===== src/sv/ecc_pkg.sv =====
// ecc_pkg: shared types, constants and the month table of the epoch calendar converter
// used by ecc_dec, ecc_enc and epoch_calendar_converter; no dependencies
package ecc_pkg;

    // pipeline depth, stage 0 takes the input word, last stage drives the outputs
    localparam int STAGES = 9;

    localparam logic [16:0] ZONE_RESET = 17'd28800;

    // 86400 = 675 * 128, the low seven bits go straight through
    localparam int DAY_DIV    = 675;
    localparam int RECIP_DAY  = 50903316;   // floor(2^35 / 675)
    localparam int RECIP_WEEK = 9362;       // floor(2^16 / 7)
    localparam int RECIP_HOUR = 1165;       // floor(2^22 / 3600)
    localparam int RECIP_4Y   = 1435;       // floor(2^21 / 1461)
    localparam int RECIP_MIN  = 1092;       // floor(2^16 / 60)

    localparam int SECS_PER_DAY   = 86400;
    localparam int SECS_PER_HOUR  = 3600;
    localparam int SECS_PER_MIN   = 60;
    localparam int DAYS_TO_2001   = 11323;
    localparam int DAYS_400Y      = 146097;
    localparam int DAYS_100Y      = 36524;
    localparam int DAYS_4Y        = 1461;
    localparam int DAYS_1Y        = 365;
    localparam int WEEK_OFFSET    = 4;      // 1970-01-01 was a thursday
    localparam int EPOCH_2001     = 978307200;

    typedef struct packed {
        logic [6:0] yoc;
        logic [3:0] month;
        logic [4:0] mday;
        logic [4:0] hour;
        logic [5:0] minute;
        logic [5:0] second;
        logic [2:0] wday;
    } t_cal;

    // first day of month idx (0 based) within the year, idx 12 is the year length
    function automatic logic [8:0] month_start(input logic leap, input logic [3:0] idx);
        logic [8:0] base;
        case (idx)
            4'd0:    base = 9'd0;
            4'd1:    base = 9'd31;
            4'd2:    base = 9'd59;
            4'd3:    base = 9'd90;
            4'd4:    base = 9'd120;
            4'd5:    base = 9'd151;
            4'd6:    base = 9'd181;
            4'd7:    base = 9'd212;
            4'd8:    base = 9'd243;
            4'd9:    base = 9'd273;
            4'd10:   base = 9'd304;
            4'd11:   base = 9'd334;
            default: base = 9'd365;
        endcase
        return base + 9'((leap && idx >= 4'd2) ? 1 : 0);
    endfunction

endpackage


===== src/sv/ecc_dec.sv =====
// ecc_dec: seconds to calendar datapath, nine register stages
// depends on ecc_pkg; stage enables come from the top level
module ecc_dec (
    input  logic                         i_clk,
    input  logic [ecc_pkg::STAGES-1:0]   i_en,
    input  logic [31:0]                  i_epoch,
    input  logic [16:0]                  i_offset,
    output ecc_pkg::t_cal                o_cal
);

    // stage 0: local seconds
    logic [31:0] n_s0_u;
    logic [24:0] r_s0_x;
    logic [6:0]  r_s0_lo;

    assign n_s0_u = i_epoch + {{15{i_offset[16]}}, i_offset};

    always_ff @(posedge i_clk) begin
        if (i_en[0]) begin
            r_s0_x  <= n_s0_u[31:7];
            r_s0_lo <= n_s0_u[6:0];
        end
    end

    // stage 1: day estimate by reciprocal
    logic [50:0] n_s1_prod;
    logic [15:0] r_s1_q0;
    logic [24:0] r_s1_x;
    logic [6:0]  r_s1_lo;

    assign n_s1_prod = 51'(r_s0_x) * 51'(ecc_pkg::RECIP_DAY);

    always_ff @(posedge i_clk) begin
        if (i_en[1]) begin
            r_s1_q0 <= n_s1_prod[50:35];
            r_s1_x  <= r_s0_x;
            r_s1_lo <= r_s0_lo;
        end
    end

    // stage 2: correct the day, seconds of day
    logic [24:0] n_s2_r;
    logic        n_s2_fix;
    logic [24:0] n_s2_rm;
    logic [15:0] r_s2_day;
    logic [16:0] r_s2_rem;

    assign n_s2_r   = r_s1_x - 25'(25'(r_s1_q0) * 25'(ecc_pkg::DAY_DIV));
    assign n_s2_fix = n_s2_r >= 25'(ecc_pkg::DAY_DIV);
    assign n_s2_rm  = n_s2_fix ? n_s2_r - 25'(ecc_pkg::DAY_DIV) : n_s2_r;

    always_ff @(posedge i_clk) begin
        if (i_en[2]) begin
            r_s2_day <= r_s1_q0 + 16'(n_s2_fix);
            r_s2_rem <= {n_s2_rm[9:0], r_s1_lo};
        end
    end

    // stage 3: weekday and hour estimates, days from the cycle base
    logic [15:0] n_s3_wv;
    logic [29:0] n_s3_wp;
    logic [26:0] n_s3_hp;
    logic [12:0] r_s3_wq;
    logic [15:0] r_s3_wv;
    logic [4:0]  r_s3_hq;
    logic [16:0] r_s3_rem;
    logic [17:0] r_s3_d0;

    assign n_s3_wv = r_s2_day + 16'(ecc_pkg::WEEK_OFFSET);
    assign n_s3_wp = 30'(n_s3_wv) * 30'(ecc_pkg::RECIP_WEEK);
    assign n_s3_hp = 27'(r_s2_rem) * 27'(ecc_pkg::RECIP_HOUR);

    always_ff @(posedge i_clk) begin
        if (i_en[3]) begin
            r_s3_wq  <= n_s3_wp[28:16];
            r_s3_wv  <= n_s3_wv;
            r_s3_hq  <= n_s3_hp[26:22];
            r_s3_rem <= r_s2_rem;
            // before 2001 count from 1601, the 400 year cycle is never reached
            if (r_s2_day >= 16'(ecc_pkg::DAYS_TO_2001)) begin
                r_s3_d0 <= 18'(r_s2_day) - 18'(ecc_pkg::DAYS_TO_2001);
            end else begin
                r_s3_d0 <= 18'(r_s2_day) + 18'(ecc_pkg::DAYS_400Y - ecc_pkg::DAYS_TO_2001);
            end
        end
    end

    // stage 4: weekday, hour, century
    logic [15:0] n_s4_wr;
    logic [15:0] n_s4_wm;
    logic [16:0] n_s4_hr;
    logic        n_s4_hfix;
    logic [16:0] n_s4_hm;
    logic [1:0]  n_s4_n100;
    logic [2:0]  r_s4_wday;
    logic [4:0]  r_s4_hour;
    logic [11:0] r_s4_r1;
    logic [1:0]  r_s4_n100;
    logic [15:0] r_s4_d1;

    assign n_s4_wr   = r_s3_wv - 16'(16'(r_s3_wq) * 16'd7);
    assign n_s4_wm   = (n_s4_wr >= 16'd7) ? n_s4_wr - 16'd7 : n_s4_wr;
    assign n_s4_hr   = r_s3_rem - 17'(17'(r_s3_hq) * 17'(ecc_pkg::SECS_PER_HOUR));
    assign n_s4_hfix = n_s4_hr >= 17'(ecc_pkg::SECS_PER_HOUR);
    assign n_s4_hm   = n_s4_hfix ? n_s4_hr - 17'(ecc_pkg::SECS_PER_HOUR) : n_s4_hr;

    always_comb begin
        if (r_s3_d0 >= 18'(3 * ecc_pkg::DAYS_100Y)) begin
            n_s4_n100 = 2'd3;
        end else if (r_s3_d0 >= 18'(2 * ecc_pkg::DAYS_100Y)) begin
            n_s4_n100 = 2'd2;
        end else if (r_s3_d0 >= 18'(ecc_pkg::DAYS_100Y)) begin
            n_s4_n100 = 2'd1;
        end else begin
            n_s4_n100 = 2'd0;
        end
    end

    always_ff @(posedge i_clk) begin
        if (i_en[4]) begin
            r_s4_wday <= (n_s4_wm == 16'd0) ? 3'd7 : n_s4_wm[2:0];
            r_s4_hour <= r_s3_hq + 5'(n_s4_hfix);
            r_s4_r1   <= n_s4_hm[11:0];
            r_s4_n100 <= n_s4_n100;
            r_s4_d1   <= 16'(r_s3_d0 - 18'(18'(n_s4_n100) * 18'(ecc_pkg::DAYS_100Y)));
        end
    end

    // stage 5: four year cycle and minute estimates
    logic [26:0] n_s5_np;
    logic [21:0] n_s5_mp;
    logic [4:0]  r_s5_n4q;
    logic [15:0] r_s5_d1;
    logic [1:0]  r_s5_n100;
    logic [5:0]  r_s5_mq;
    logic [11:0] r_s5_r1;
    logic [4:0]  r_s5_hour;
    logic [2:0]  r_s5_wday;

    assign n_s5_np = 27'(r_s4_d1) * 27'(ecc_pkg::RECIP_4Y);
    assign n_s5_mp = 22'(r_s4_r1) * 22'(ecc_pkg::RECIP_MIN);

    always_ff @(posedge i_clk) begin
        if (i_en[5]) begin
            r_s5_n4q  <= n_s5_np[25:21];
            r_s5_d1   <= r_s4_d1;
            r_s5_n100 <= r_s4_n100;
            r_s5_mq   <= n_s5_mp[21:16];
            r_s5_r1   <= r_s4_r1;
            r_s5_hour <= r_s4_hour;
            r_s5_wday <= r_s4_wday;
        end
    end

    // stage 6: correct four year count and minute
    logic [15:0] n_s6_r;
    logic        n_s6_fix;
    logic [15:0] n_s6_rm;
    logic [11:0] n_s6_mr;
    logic        n_s6_mfix;
    logic [11:0] n_s6_mm;
    logic [4:0]  r_s6_n4;
    logic [10:0] r_s6_d2;
    logic [1:0]  r_s6_n100;
    logic [5:0]  r_s6_min;
    logic [5:0]  r_s6_sec;
    logic [4:0]  r_s6_hour;
    logic [2:0]  r_s6_wday;

    // the day within a century stays below 25 four year cycles, no cap needed
    assign n_s6_r    = r_s5_d1 - 16'(16'(r_s5_n4q) * 16'(ecc_pkg::DAYS_4Y));
    assign n_s6_fix  = n_s6_r >= 16'(ecc_pkg::DAYS_4Y);
    assign n_s6_rm   = n_s6_fix ? n_s6_r - 16'(ecc_pkg::DAYS_4Y) : n_s6_r;
    assign n_s6_mr   = r_s5_r1 - 12'(12'(r_s5_mq) * 12'(ecc_pkg::SECS_PER_MIN));
    assign n_s6_mfix = n_s6_mr >= 12'(ecc_pkg::SECS_PER_MIN);
    assign n_s6_mm   = n_s6_mfix ? n_s6_mr - 12'(ecc_pkg::SECS_PER_MIN) : n_s6_mr;

    always_ff @(posedge i_clk) begin
        if (i_en[6]) begin
            r_s6_n4   <= r_s5_n4q + 5'(n_s6_fix);
            r_s6_d2   <= n_s6_rm[10:0];
            r_s6_n100 <= r_s5_n100;
            r_s6_min  <= r_s5_mq + 6'(n_s6_mfix);
            r_s6_sec  <= n_s6_mm[5:0];
            r_s6_hour <= r_s5_hour;
            r_s6_wday <= r_s5_wday;
        end
    end

    // stage 7: year within the four year cycle, leap flag, year of century
    logic [1:0]  n_s7_n1;
    logic [6:0]  n_s7_yr;
    logic [8:0]  r_s7_d3;
    logic        r_s7_leap;
    logic [6:0]  r_s7_yoc;
    logic [5:0]  r_s7_min;
    logic [5:0]  r_s7_sec;
    logic [4:0]  r_s7_hour;
    logic [2:0]  r_s7_wday;

    always_comb begin
        if (r_s6_d2 >= 11'(3 * ecc_pkg::DAYS_1Y)) begin
            n_s7_n1 = 2'd3;
        end else if (r_s6_d2 >= 11'(2 * ecc_pkg::DAYS_1Y)) begin
            n_s7_n1 = 2'd2;
        end else if (r_s6_d2 >= 11'(ecc_pkg::DAYS_1Y)) begin
            n_s7_n1 = 2'd1;
        end else begin
            n_s7_n1 = 2'd0;
        end
    end

    // both cycle bases end in 01, so the year of century is 1 + 4*n4 + n1
    assign n_s7_yr = 7'd1 + {r_s6_n4, 2'b00} + 7'(n_s7_n1);

    always_ff @(posedge i_clk) begin
        if (i_en[7]) begin
            r_s7_d3   <= 9'(r_s6_d2 - 11'(11'(n_s7_n1) * 11'(ecc_pkg::DAYS_1Y)));
            // last year of a century is leap only in the fourth century
            r_s7_leap <= (n_s7_n1 == 2'd3) && ((r_s6_n4 != 5'd24) || (r_s6_n100 == 2'd3));
            r_s7_yoc  <= (n_s7_yr == 7'd100) ? 7'd0 : n_s7_yr;
            r_s7_min  <= r_s6_min;
            r_s7_sec  <= r_s6_sec;
            r_s7_hour <= r_s6_hour;
            r_s7_wday <= r_s6_wday;
        end
    end

    // stage 8: month walk
    logic [3:0]    n_s8_m;
    logic [8:0]    n_s8_start;
    ecc_pkg::t_cal r_s8_cal;

    always_comb begin
        n_s8_m = 4'd0;
        for (int k = 1; k <= 12; k++) begin
            if (r_s7_d3 >= ecc_pkg::month_start(r_s7_leap, 4'(k))) begin
                n_s8_m = 4'(k);
            end
        end
    end

    assign n_s8_start = ecc_pkg::month_start(r_s7_leap, n_s8_m);

    always_ff @(posedge i_clk) begin
        if (i_en[8]) begin
            r_s8_cal.yoc    <= r_s7_yoc;
            r_s8_cal.month  <= n_s8_m + 4'd1;
            r_s8_cal.mday   <= 5'(r_s7_d3 - n_s8_start + 9'd1);
            r_s8_cal.hour   <= r_s7_hour;
            r_s8_cal.minute <= r_s7_min;
            r_s8_cal.second <= r_s7_sec;
            r_s8_cal.wday   <= r_s7_wday;
        end
    end

    assign o_cal = r_s8_cal;

endmodule


===== src/sv/ecc_enc.sv =====
// ecc_enc: calendar to seconds datapath, three compute stages and a delay line
// depends on ecc_pkg; stage enables come from the top level
module ecc_enc (
    input  logic                         i_clk,
    input  logic [ecc_pkg::STAGES-1:0]   i_en,
    input  logic [6:0]                   i_yoc,
    input  logic [3:0]                   i_month,
    input  logic [4:0]                   i_mday,
    input  logic [4:0]                   i_hour,
    input  logic [5:0]                   i_minute,
    input  logic [5:0]                   i_second,
    input  logic [16:0]                  i_offset,
    output logic [31:0]                  o_seconds
);

    localparam int LAST = ecc_pkg::STAGES - 1;

    // stage 0: day count from 2001-01-01, seconds of day, constant part
    logic               n_s0_leap;
    logic [6:0]         n_s0_y;
    logic signed [17:0] n_s0_base;
    logic [3:0]         n_s0_limit;
    logic [8:0]         n_s0_start;
    logic signed [17:0] r_s0_day;
    logic [16:0]        r_s0_tod;
    logic [31:0]        r_s0_k;

    assign n_s0_leap = (i_yoc[1:0] == 2'b00) && (i_yoc != 7'd100);
    assign n_s0_y    = i_yoc - 7'd1;

    always_comb begin
        if (i_yoc == 7'd0) begin
            n_s0_base = -18'sd366;
        end else begin
            n_s0_base = $signed(18'(18'(n_s0_y) * 18'(ecc_pkg::DAYS_1Y))
                        + 18'(n_s0_y[6:2]) - 18'(n_s0_y >= 7'd100));
        end
    end

    always_comb begin
        if (i_month == 4'd0) begin
            n_s0_limit = 4'd0;
        end else if (i_month > 4'd12) begin
            n_s0_limit = 4'd12;
        end else begin
            n_s0_limit = i_month - 4'd1;
        end
    end

    assign n_s0_start = ecc_pkg::month_start(n_s0_leap, n_s0_limit);

    always_ff @(posedge i_clk) begin
        if (i_en[0]) begin
            r_s0_day <= n_s0_base + $signed({9'd0, n_s0_start})
                        + $signed({13'd0, i_mday}) - 18'sd1;
            r_s0_tod <= 17'(i_hour) * 17'(ecc_pkg::SECS_PER_HOUR)
                        + 17'(i_minute) * 17'(ecc_pkg::SECS_PER_MIN) + 17'(i_second);
            r_s0_k   <= 32'(ecc_pkg::EPOCH_2001) - {{15{i_offset[16]}}, i_offset};
        end
    end

    // stage 1: days to seconds, wrapping
    logic [31:0] n_s1_p;
    logic [31:0] r_s1_p;
    logic [31:0] r_s1_s;

    assign n_s1_p = {{14{r_s0_day[17]}}, r_s0_day} * 32'(ecc_pkg::SECS_PER_DAY);

    always_ff @(posedge i_clk) begin
        if (i_en[1]) begin
            r_s1_p <= n_s1_p;
            r_s1_s <= 32'(r_s0_tod) + r_s0_k;
        end
    end

    // stage 2 sums, later stages only keep step with the decoder
    logic [31:0] r_sec [2:LAST];

    always_ff @(posedge i_clk) begin
        if (i_en[2]) begin
            r_sec[2] <= r_s1_p + r_s1_s;
        end
        for (int k = 3; k <= LAST; k++) begin
            if (i_en[k]) begin
                r_sec[k] <= r_sec[k-1];
            end
        end
    end

    assign o_seconds = r_sec[LAST];

endmodule


===== src/sv/epoch_calendar_converter.sv =====
// epoch_calendar_converter: two-way unix seconds / local calendar converter
// depends on ecc_pkg, ecc_dec and ecc_enc
//
// usage
//   input channel i_valid / o_ready carries one word: mode plus both payloads.
//   mode 0 decodes i_epoch_seconds_in into local calendar fields, mode 1
//   encodes the calendar inputs into unix seconds; unused result fields read 0.
//   output channel o_valid / i_ready carries one result word per input word,
//   in order.
//   zone offset is written through i_cfg_we / i_cfg_data (17 bit two's
//   complement seconds, reset value 28800); the user must write it only
//   while no word is in flight, the block itself does not enforce this.
//   each word passes nine register stages of the decode datapath, the first
//   loaded at acceptance (the encode path runs in step with it).
//   throughput is one word per cycle while the receiver keeps i_ready high.
//   when the receiver stalls, each stage holds its word and empty stages keep
//   filling, so up to 9 words are held before o_ready drops.
//   synchronous active-low reset empties the pipeline and restores the offset.
module epoch_calendar_converter (
    input  logic        i_clk,
    input  logic        i_rst_n,
    input  logic        i_valid,
    output logic        o_ready,
    input  logic        i_mode,
    input  logic [31:0] i_epoch_seconds_in,
    input  logic [6:0]  i_year_of_century_in,
    input  logic [3:0]  i_month_in,
    input  logic [4:0]  i_day_in,
    input  logic [4:0]  i_hour_in,
    input  logic [5:0]  i_minute_in,
    input  logic [5:0]  i_second_in,
    input  logic        i_cfg_we,
    input  logic [16:0] i_cfg_data,
    output logic        o_valid,
    input  logic        i_ready,
    output logic [31:0] o_epoch_seconds_out,
    output logic [6:0]  o_year_of_century_out,
    output logic [3:0]  o_month_out,
    output logic [4:0]  o_day_out,
    output logic [4:0]  o_hour_out,
    output logic [5:0]  o_minute_out,
    output logic [5:0]  o_second_out,
    output logic [2:0]  o_weekday_out
);

    localparam int LAST = ecc_pkg::STAGES - 1;

    logic [16:0]               r_zone;
    logic [LAST:0]             r_vld;
    logic [LAST:0]             r_mode;
    logic [LAST:0]             n_en;
    ecc_pkg::t_cal             w_cal;
    logic [31:0]               w_seconds;

    always_ff @(posedge i_clk) begin
        if (!i_rst_n) begin
            r_zone <= ecc_pkg::ZONE_RESET;
        end else if (i_cfg_we) begin
            r_zone <= i_cfg_data;
        end
    end

    // a stage moves when it is empty or the one after it moves
    always_comb begin
        n_en[LAST] = !r_vld[LAST] || i_ready;
        for (int k = LAST - 1; k >= 0; k--) begin
            n_en[k] = !r_vld[k] || n_en[k+1];
        end
    end

    always_ff @(posedge i_clk) begin
        if (!i_rst_n) begin
            r_vld <= '0;
        end else begin
            if (n_en[0]) begin
                r_vld[0] <= i_valid;
            end
            for (int k = 1; k <= LAST; k++) begin
                if (n_en[k]) begin
                    r_vld[k] <= r_vld[k-1];
                end
            end
        end
    end

    always_ff @(posedge i_clk) begin
        if (n_en[0]) begin
            r_mode[0] <= i_mode;
        end
        for (int k = 1; k <= LAST; k++) begin
            if (n_en[k]) begin
                r_mode[k] <= r_mode[k-1];
            end
        end
    end

    ecc_dec u_dec (
        .i_clk    (i_clk),
        .i_en     (n_en),
        .i_epoch  (i_epoch_seconds_in),
        .i_offset (r_zone),
        .o_cal    (w_cal)
    );

    ecc_enc u_enc (
        .i_clk     (i_clk),
        .i_en      (n_en),
        .i_yoc     (i_year_of_century_in),
        .i_month   (i_month_in),
        .i_mday    (i_day_in),
        .i_hour    (i_hour_in),
        .i_minute  (i_minute_in),
        .i_second  (i_second_in),
        .i_offset  (r_zone),
        .o_seconds (w_seconds)
    );

    assign o_ready = n_en[0];
    assign o_valid = r_vld[LAST];

    assign o_epoch_seconds_out   = r_mode[LAST] ? w_seconds : 32'd0;
    assign o_year_of_century_out = r_mode[LAST] ? 7'd0 : w_cal.yoc;
    assign o_month_out           = r_mode[LAST] ? 4'd0 : w_cal.month;
    assign o_day_out             = r_mode[LAST] ? 5'd0 : w_cal.mday;
    assign o_hour_out            = r_mode[LAST] ? 5'd0 : w_cal.hour;
    assign o_minute_out          = r_mode[LAST] ? 6'd0 : w_cal.minute;
    assign o_second_out          = r_mode[LAST] ? 6'd0 : w_cal.second;
    assign o_weekday_out         = r_mode[LAST] ? 3'd0 : w_cal.wday;

`ifndef SYNTHESIS
    // a hole anywhere in the pipeline means a new word can enter
    a_ready_when_not_full: assert property (@(posedge i_clk) disable iff (!i_rst_n)
        !(&r_vld) |-> o_ready)
        else $error("input stalled with an empty stage");

    a_decode_date_range: assert property (@(posedge i_clk) disable iff (!i_rst_n)
        (o_valid && !r_mode[LAST]) |-> (o_month_out >= 4'd1 && o_month_out <= 4'd12
            && o_day_out >= 5'd1 && o_year_of_century_out <= 7'd99))
        else $error("decoded date out of range");

    a_decode_time_range: assert property (@(posedge i_clk) disable iff (!i_rst_n)
        (o_valid && !r_mode[LAST]) |-> (o_hour_out <= 5'd23 && o_minute_out <= 6'd59
            && o_second_out <= 6'd59 && o_weekday_out >= 3'd1 && o_weekday_out <= 3'd7))
        else $error("decoded time or weekday out of range");

    a_encode_fields_clear: assert property (@(posedge i_clk) disable iff (!i_rst_n)
        (o_valid && r_mode[LAST]) |-> (o_month_out == 4'd0 && o_day_out == 5'd0
            && o_weekday_out == 3'd0))
        else $error("calendar fields not cleared on an encode word");
`endif

endmodule

===== config.mk =====
export PLATFORM = sky130hd
export DESIGN_NAME = epoch_calendar_converter
export DESIGN_NICKNAME = d
export VERILOG_FILES = /design/src/sv/ecc_pkg.sv /design/src/sv/ecc_dec.sv /design/src/sv/ecc_enc.sv /design/src/sv/epoch_calendar_converter.sv
export SDC_FILE = /design/constraint.sdc
export NUM_CORES = 2
export LEC_CHECK = 0
export BUFFER_PORTS_ARGS = -buffer_cell sky130_fd_sc_hd__buf_2
export CORE_MARGIN = 3
export CORE_UTILIZATION = 45
export CTS_BUF_LIST = sky130_fd_sc_hd__clkbuf_4 sky130_fd_sc_hd__clkbuf_8
export DETAILED_ROUTE_END_ITERATION = 8
export SYNTH_ARGS = -nofsm -noshare
export SYNTH_HDL_FRONTEND = slang
export SYNTH_SLANG_ARGS = --single-unit

===== constraint.sdc =====
create_clock -name i_clk -period 15.3 [get_ports i_clk]
set_input_delay 3.06 -clock i_clk [delete_from_list [all_inputs] [get_ports i_clk]]
set_output_delay 3.06 -clock i_clk [all_outputs]
set_load 0.005 [all_outputs]

Yosys cells after proc, flatten, opt, wreduce, memory -nomap -nowiden:

Memories as Yosys holds them, arrays and structs flattened.
Cells that the tools add are included.

* word-level logic and storage cells: 250
* RAM bits: 224
* memories: 3
* register bits after elaboration: 539
* output and inout bits: 70
* bits in read-only memories: 288
* bits of input ports: 88

* $lt $le $gt $ge: 28
* equal/unequal tests: 5
* reduce and logical (&&, ||, !) cells: 27
* multiplexer cells: 52
* $add $sub $neg: 50
* multipliers: 16

Memory list
* u_enc.r_sec: depth 7, bits a word 32, rd ports 7, clocked after memory_dff 0, write ports 7, line ecc_enc.sv:77 `logic [31:0] r_sec [2:LAST];`
* (name not given): depth 16, bits a word 9, rd ports 1, clocked after memory_dff 0, write ports 0, line ecc_pkg.sv:42 `case (idx)`
* (name not given): depth 16, bits a word 9, rd ports 1, clocked after memory_dff 0, write ports 0, line ecc_pkg.sv:42

Operators with widths (count)
* greater-or-equal comparator 9 bit: 11
* adder 32 bit: 2
* multiplier 25 x 24 -> 49 bit (second input constant): 1
* subtractor 16 bit: 3
* adder 8 x 9 -> 9 bit (first input constant): 4
* adder 9 bit (first input constant): 4
* greater-or-equal comparator 18 x 17 -> 1 bit (second input constant): 2
* 2-to-1 mux 18 bit: 2
* adder 17 x 32 -> 32 bit: 1
* multiplier 32 x 10 -> 25 bit (second input constant): 1
* 2-to-1 mux 32 bit: 1
* 2-to-1 mux 4 bit: 8
* subtractor 31 x 17 -> 32 bit (first input constant): 1
* multiplier 16 x 13 -> 28 bit (second input constant): 1
* multiplier 17 x 11 -> 27 bit (second input constant): 1
* multiplier 16 x 11 -> 26 bit (second input constant): 1
* multiplier 5 x 8 -> 13 bit (second input constant): 2
* greater-or-equal comparator 25 x 10 -> 1 bit (second input constant): 1
* multiplier 16 x 10 -> 25 bit (second input constant): 1
* subtractor 25 bit: 1
* multiplier 12 x 9 -> 20 bit (second input constant): 1
* multiplier 6 x 4 -> 10 bit (second input constant): 2
* 2-to-1 mux 1 bit: 20
* adder 16 x 18 -> 18 bit (second input constant): 1
* 69 further kinds: 105

Longest topological paths before layout:

* word-level depth: 20
* gate-level depth with buffers: 35
* gate-level depth less buffers: 33

By module:

Synthesis repeated with hierarchy kept, for this count alone.

* cell total of the unflattened synthesis: 5821
* area total of the unflattened synthesis: 65580.4 µm²

By module, submodules not included
* ecc_dec: cells each 3902, area each 42680.9 µm², sequential area each 11410.9 µm², times used 1
* ecc_enc: cells each 1737, area each 21179.1 µm², sequential area each 10119.7 µm², times used 1
* epoch_calendar_converter: cells each 182, area each 1720.4 µm², sequential area each 790.8 µm², times used 1

Worst setup path after synthesis:

No wires, ideal clock.

* path type: input -> register
* start point: input port i_year_of_century_in[0]
* end point: register u_enc.r_s0_day[17] (data pin)
* setup slack: 4.879 ns
* buffers on the path: 2
* library setup time: 0.268 ns
* arrival: 10.154 ns
* stages: 35
* required time: 15.032 ns
* cells stage by stage: inv_1 > ha_1 > nand2_1 > or4_1 > clkbuf_1 > nand2_1 > ha_1 > inv_1 > fa_1 > inv_1 > fa_1 > inv_1 > fa_1 > inv_1 > ha_1 > or3_1 > a211o_1 > nand2_1 > xor2_1 > o211ai_1 > or2_0 > clkbuf_1 > xor2_1 > nand2_1 > inv_1 > ha_1 > ha_1 > nand3_1 > nand2_1 > a41oi_1 > nor4b_1 > o41ai_1 > a21o_1 > a21oi_1 > xnor3_1

* longest elaborated chain between the ends: 8
* elaborated cells between the ends (all ways): 16
* classes of those cells: 7 x add/sub; 1 x mul; 1 x order compare; 1 x eq/ne; 2 x mux; 4 x reduce/logical

RTL lines
* from (decl): line epoch_calendar_converter.sv:26 `input logic [6:0] i_year_of_century_in,`
* subtractor 7 x 1 -> 7 bit, or another cell as far along: line ecc_enc.sv:29 `assign n_s0_y = i_yoc - 7'd1;`
* multiplier 7 x 9 -> 16 bit / logical AND 1 bit (equally long branches): line ecc_enc.sv:35, ecc_enc.sv:28
* adder 16 x 5 -> 17 bit / logical AND 1 bit (equally long branches): line ecc_enc.sv:36, ecc_pkg.sv:57
* subtractor 18 x 1 -> 18 bit / 2-to-1 mux 1 bit (equally long branches): line ecc_enc.sv:36, ecc_pkg.sv:57
* 2-to-1 mux 18 bit / adder 9 bit (equally long branches): line ecc_enc.sv:32, ecc_pkg.sv:57
* adder 18 x 10 -> 18 bit (*): line ecc_enc.sv:54 `r_s0_day <= n_s0_base + $signed({9'd0, n_s0_start})`
* adder 18 x 6 -> 18 bit (*): line ecc_enc.sv:55 `+ $signed({13'd0, i_mday}) - 18'sd1;`
* subtractor 18 x 2 -> 18 bit (*): line ecc_enc.sv:55
* to (signal assigned): line ecc_enc.sv:54
* to (decl): line ecc_enc.sv:24 `logic signed [17:0] r_s0_day;`

Every way passes the cells marked *; elsewhere a longest branch is shown, timed or not.
A chain may end at the register's enable or synchronous reset.

Worst setup path after layout:

Ends and elaborated chain as after synthesis.

==> metrics.md <==
| Metric | Value |
|---|---|
| Chip Width | `386.5 um` |
| CTS tree | `yes` |
| Crit. End Element | `flop` |
| Routed WL | `between 100,000 and 150,000 um` |
| Delay of the slowest cell on the worst path | `roughly 0.75 ns` |
| Worst hold path type | `reg -> reg` |
| Routed vias/inst | `slightly above 5` |
| Dominant cell type by area after synthesis | `edfxtp_1` |
| Core area | `roughly 140,000 sq um` |
| Critical path class | `in -> reg` |
| Asr flop ratio synth | `0` |
| Sink Count | `around 750` |
| Simple-gate share of the synthesized area | `0.07663` |
| Worst path slowest cell | `or4_1` |
| Post-synthesis adder-cell area fraction | `0.3712` |
| GRT overflow | `0` |
| Die area | `approximately 150,000 sq um` |
| Placer Congestion | `roughly 0.85` |
| Post-CTS setup buffers | `0` |
| H-tree depth | `4` |
| CP arrival | `about 11 ns` |
| Detail Route Antenna Nets | `0` |
| Mean Syn Cell Area | `11.24 sq um` |
| Final slew viol count | `0` |
| # port buffers | `between 150 and 200` |
| Reg clk slew, reported paths | `~0.060 ns` |
| Area of the multi-input gates | `slightly below 40,000 sq um` |
| Area contributors post-synth | `edfxtp_1 33%, ha_1 22%, fa_1 15%` |
| Cell count after synthesis | `5,795` |
| Die Span Y | `386.5 um` |
| Setup-failing EPs final | `0` |
| Initial antenna violation count | `9` |
| Clock buffer depth | `3` |
| Number of nets in the layout | `about 8,000` |
| Main combinational cell family by area after synthesis | `adder cells` |
| Iteration-0 DRC Markers | `1,606` |
| Global-route wire length before repair | `between 200,000 and 250,000 um` |
| Fin. Hold Viols | `0` |
| Post-synth top area share | `0.3346` |
| TNS Setup | `0 ns` |
| Synth Register Bits | `roughly 750` |
| Avg WL per Cell | `~16 um` |
| Least-Margin Pin Slew | `roughly 1.1 ns` |
| Clock root buffer | `clkbuf_8` |
| RSZ-0062 raised after global routing | `no` |
| Initial Util | `0.4536` |
| Unique masters post-synth | `93` |
| # DRC | `0` |
| Final Critical Period | `between 10 and 15 ns` |
| Crit share post-route | `0.7030` |
| Post-synth design cell area | `~65,000 sq um` |
| Synth Warn # | `0` |
| Largest net degree at the start of global routing | `a little over 80` |
| Clock buffer count from CTS | `about 130` |
| CP dominant cell by count | `inv_1` |
| Crit Path Max Fanout | `20` |
| EDFF count, synth | `a little over 700` |
| Post-Synth XOR/XNOR Area | `0.05088` |
| Register area | `between 20,000 and 25,000 sq um` |
| Main synth FF type | `edfxtp_1` |
| CTS Hold Bufs | `0` |
| # rows | `~140` |
| Drt first pass iters | `5` |
| Outcome | `complete, no violations` |
| Detailed placement HPWL | `100,700 um` |
| Worst endpoint required time | `between 15 and 20 ns` |
| Max cap viols | `0` |
| Via count | `between 40,000 and 50,000` |
| Post-cts gate resize count | `0` |
| Vias in the first global route | `42,205` |
| Mux cell area share after synthesis | `0.005952` |
| Filler cells | `roughly 13,000` |
| Layout cells sized above 1 | `0.07236` |
| Post-synthesis compound-gate area fraction | `0.08861` |
| P&R area growth vs syn | `8.969%` |
| Clk_skew | `a little over 0.05 ns` |
| Total GRT Usage | `0.1736` |
| Worst slew margin | `0.2614` |
| Max Clk Rate | `92.97 MHz` |
| Crit path launch type | `input port` |
| Seq/Total Area, Yosys | `0.3425` |
| Worst-skew pair later-pin latency | `0.82 ns` |
| Ports | `about 160` |
[final timing paths]
check                   endpoint  depth (start not counted)                     from  slack [ns]
min reg2reg  u_enc.r_sec[0][131]                          0       u_enc.r_sec[0][99]        0.40
min          u_enc.r_sec[0][131]                          0       u_enc.r_sec[0][99]        0.40
max reg2reg   u_dec.r_s2_day[12]                         23         u_dec.r_s1_q0[4]        8.24
max           u_enc.r_s0_day[17]                         34  i_year_of_century_in[0]        4.54
[state kept, by name, summed over array words and instances (netlist names), 18 cells and up]
signal	flops
u_dec.r_s3_d0	18
u_enc.r_s1_p	25
u_dec.r_s1_x	25
u_dec.o_cal	36
u_dec.r_s0_x	25
u_enc.r_s0_day	18
u_enc.r_s1_s	32
u_enc.r_s0_k	21
u_enc.r_sec	224
[cell usage after synthesis (8+ instances only)]
| master | n |
|---|---|
| nor4_1 | 22 |
| edfxtp_1 | 726 |
| a211oi_1 | 34 |
| nand2_1 | 203 |
| fa_1 | 485 |
| inv_1 | 1061 |
| a21boi_0 | 18 |
| o21bai_1 | 36 |
| nand4_1 | 26 |
| a21oi_1 | 254 |
| a2111oi_0 | 12 |
| and2_1 | 56 |
| o21ai_0 | 167 |
| or4_1 | 8 |
| a22oi_1 | 9 |
| nor3b_1 | 11 |
| nand2b_1 | 46 |
| o21a_1 | 56 |
| nor2b_1 | 93 |
| a21o_1 | 96 |
| nand3b_1 | 12 |
| nor3_1 | 90 |
| nand3_1 | 82 |
| mux2i_1 | 32 |
| ha_1 | 1157 |
| a211o_1 | 13 |
| xor2_1 | 105 |
| a31oi_1 | 33 |
| dfxtp_1 | 26 |
| and3_1 | 33 |
| or3_1 | 28 |
| a31o_2 | 9 |
| o211ai_1 | 30 |
| o31ai_1 | 15 |
| nor2_1 | 236 |
| xnor2_1 | 271 |
| clkbuf_1 | 43 |
| or2_2 | 24 |
[worst max-delay path, delay by kind of cell]
| family | cells | cell delay, ns |
|---|---|---|
| adder cells (fa/ha/maj) | 8 | 2.91 |
| AND/OR/NAND/NOR | 10 | 2.50 |
| AO/OA/AOI/OAI | 6 | 1.42 |
| XOR/XNOR | 3 | 0.77 |
| buffers and inverters | 7 | 0.62 |
[kinds of logic after synthesis]
family,count (synthesis)
buffers and inverters,1108
DFF,752
adders and majority gates,1642
xor gates and xnor gates,377
and+or+nand+nor,992
AOI/OAI and AO/OA,884
other,2
muxes,38
[metrics by stage]
| stage | cell area, sq um | utilization | setup slack (ns) | instances | hold WS (ns) |
|---|---|---|---|---|---|
| global placement | 68300 | 0.4754 | 3.701 | 7828 | 0.4009 |
| global route | 71000 | 0.4942 | 3.998 | 8068 | 0.3961 |
| CTS | 70990 | 0.4942 | 4.626 | 8067 | 0.3977 |
| finish | 71010 | 0.4943 | 4.544 | 8072 | 0.3960 |
| floorplan | 65190 | - | 4.879 | 5803 | 0.4003 |
| detailed placement | 68300 | 0.4754 | 3.719 | 7828 | 0.4045 |
[layout by cell type (no fill, tap or decap), drive strengths merged, types with 10 or more instances in the layout]
cell type | Yosys | layout
a21o | 96 | 96
a21boi | 21 | 21
o21a | 56 | 56
nor3b | 11 | 11
inv | 1061 | 1066
clkbuf | 43 | 173
clkinv | 0 | 47
nand2 | 204 | 204
or3 | 28 | 28
a211oi | 35 | 35
a2111oi | 14 | 14
conb | 2 | 10
buf | 4 | 169
nand3 | 82 | 82
a31o | 10 | 10
o211ai | 31 | 31
o31ai | 15 | 15
and2 | 57 | 57
ha | 1157 | 1157
nor2b | 93 | 93
nand2b | 46 | 46
or2 | 25 | 25
edfxtp | 726 | 726
fa | 485 | 485
a31oi | 33 | 33
nand3b | 12 | 12
nand4 | 26 | 26
o21ai | 169 | 169
xnor2 | 271 | 271
dfxtp | 26 | 26
mux2i | 32 | 32
and3 | 33 | 33
a21oi | 257 | 257
o21bai | 36 | 36
a211o | 13 | 13
nor2 | 237 | 237
xor2 | 105 | 105
nor3 | 90 | 90
nor4 | 22 | 22
[cell type report]
type / count / area share
diodes: 5 / 0.0001762
clock buffers: 173 / 0.03054
clock inverters: 66 / 0.007454
inverters: 1061 / 0.05618
multi-input cells: 3943 / 0.5454
flip-flops and latches: 752 / 0.3144
well taps: 1903 / 0.03353
repair buffers: 169 / 0.01233
[per-layer routing]
layer | wire length [um] | up-vias | track usage | share of wire
li1 | - | 20550 | - | -
met1 | 59380 | 19450 | 0.2314 | 0.47
met2 | 59510 | 550 | 0.2935 | 0.47
met3 | 4403 | 176 | 0.02830 | 0.035
met4 | 2650 | 8 | 0.04724 | 0.021
met5 | 45 | - | 0 | 0.00036
Power is left out: the tool's default activity adds up to more than one toggle a clock period on the data nets, which glitch-free logic cannot reach.
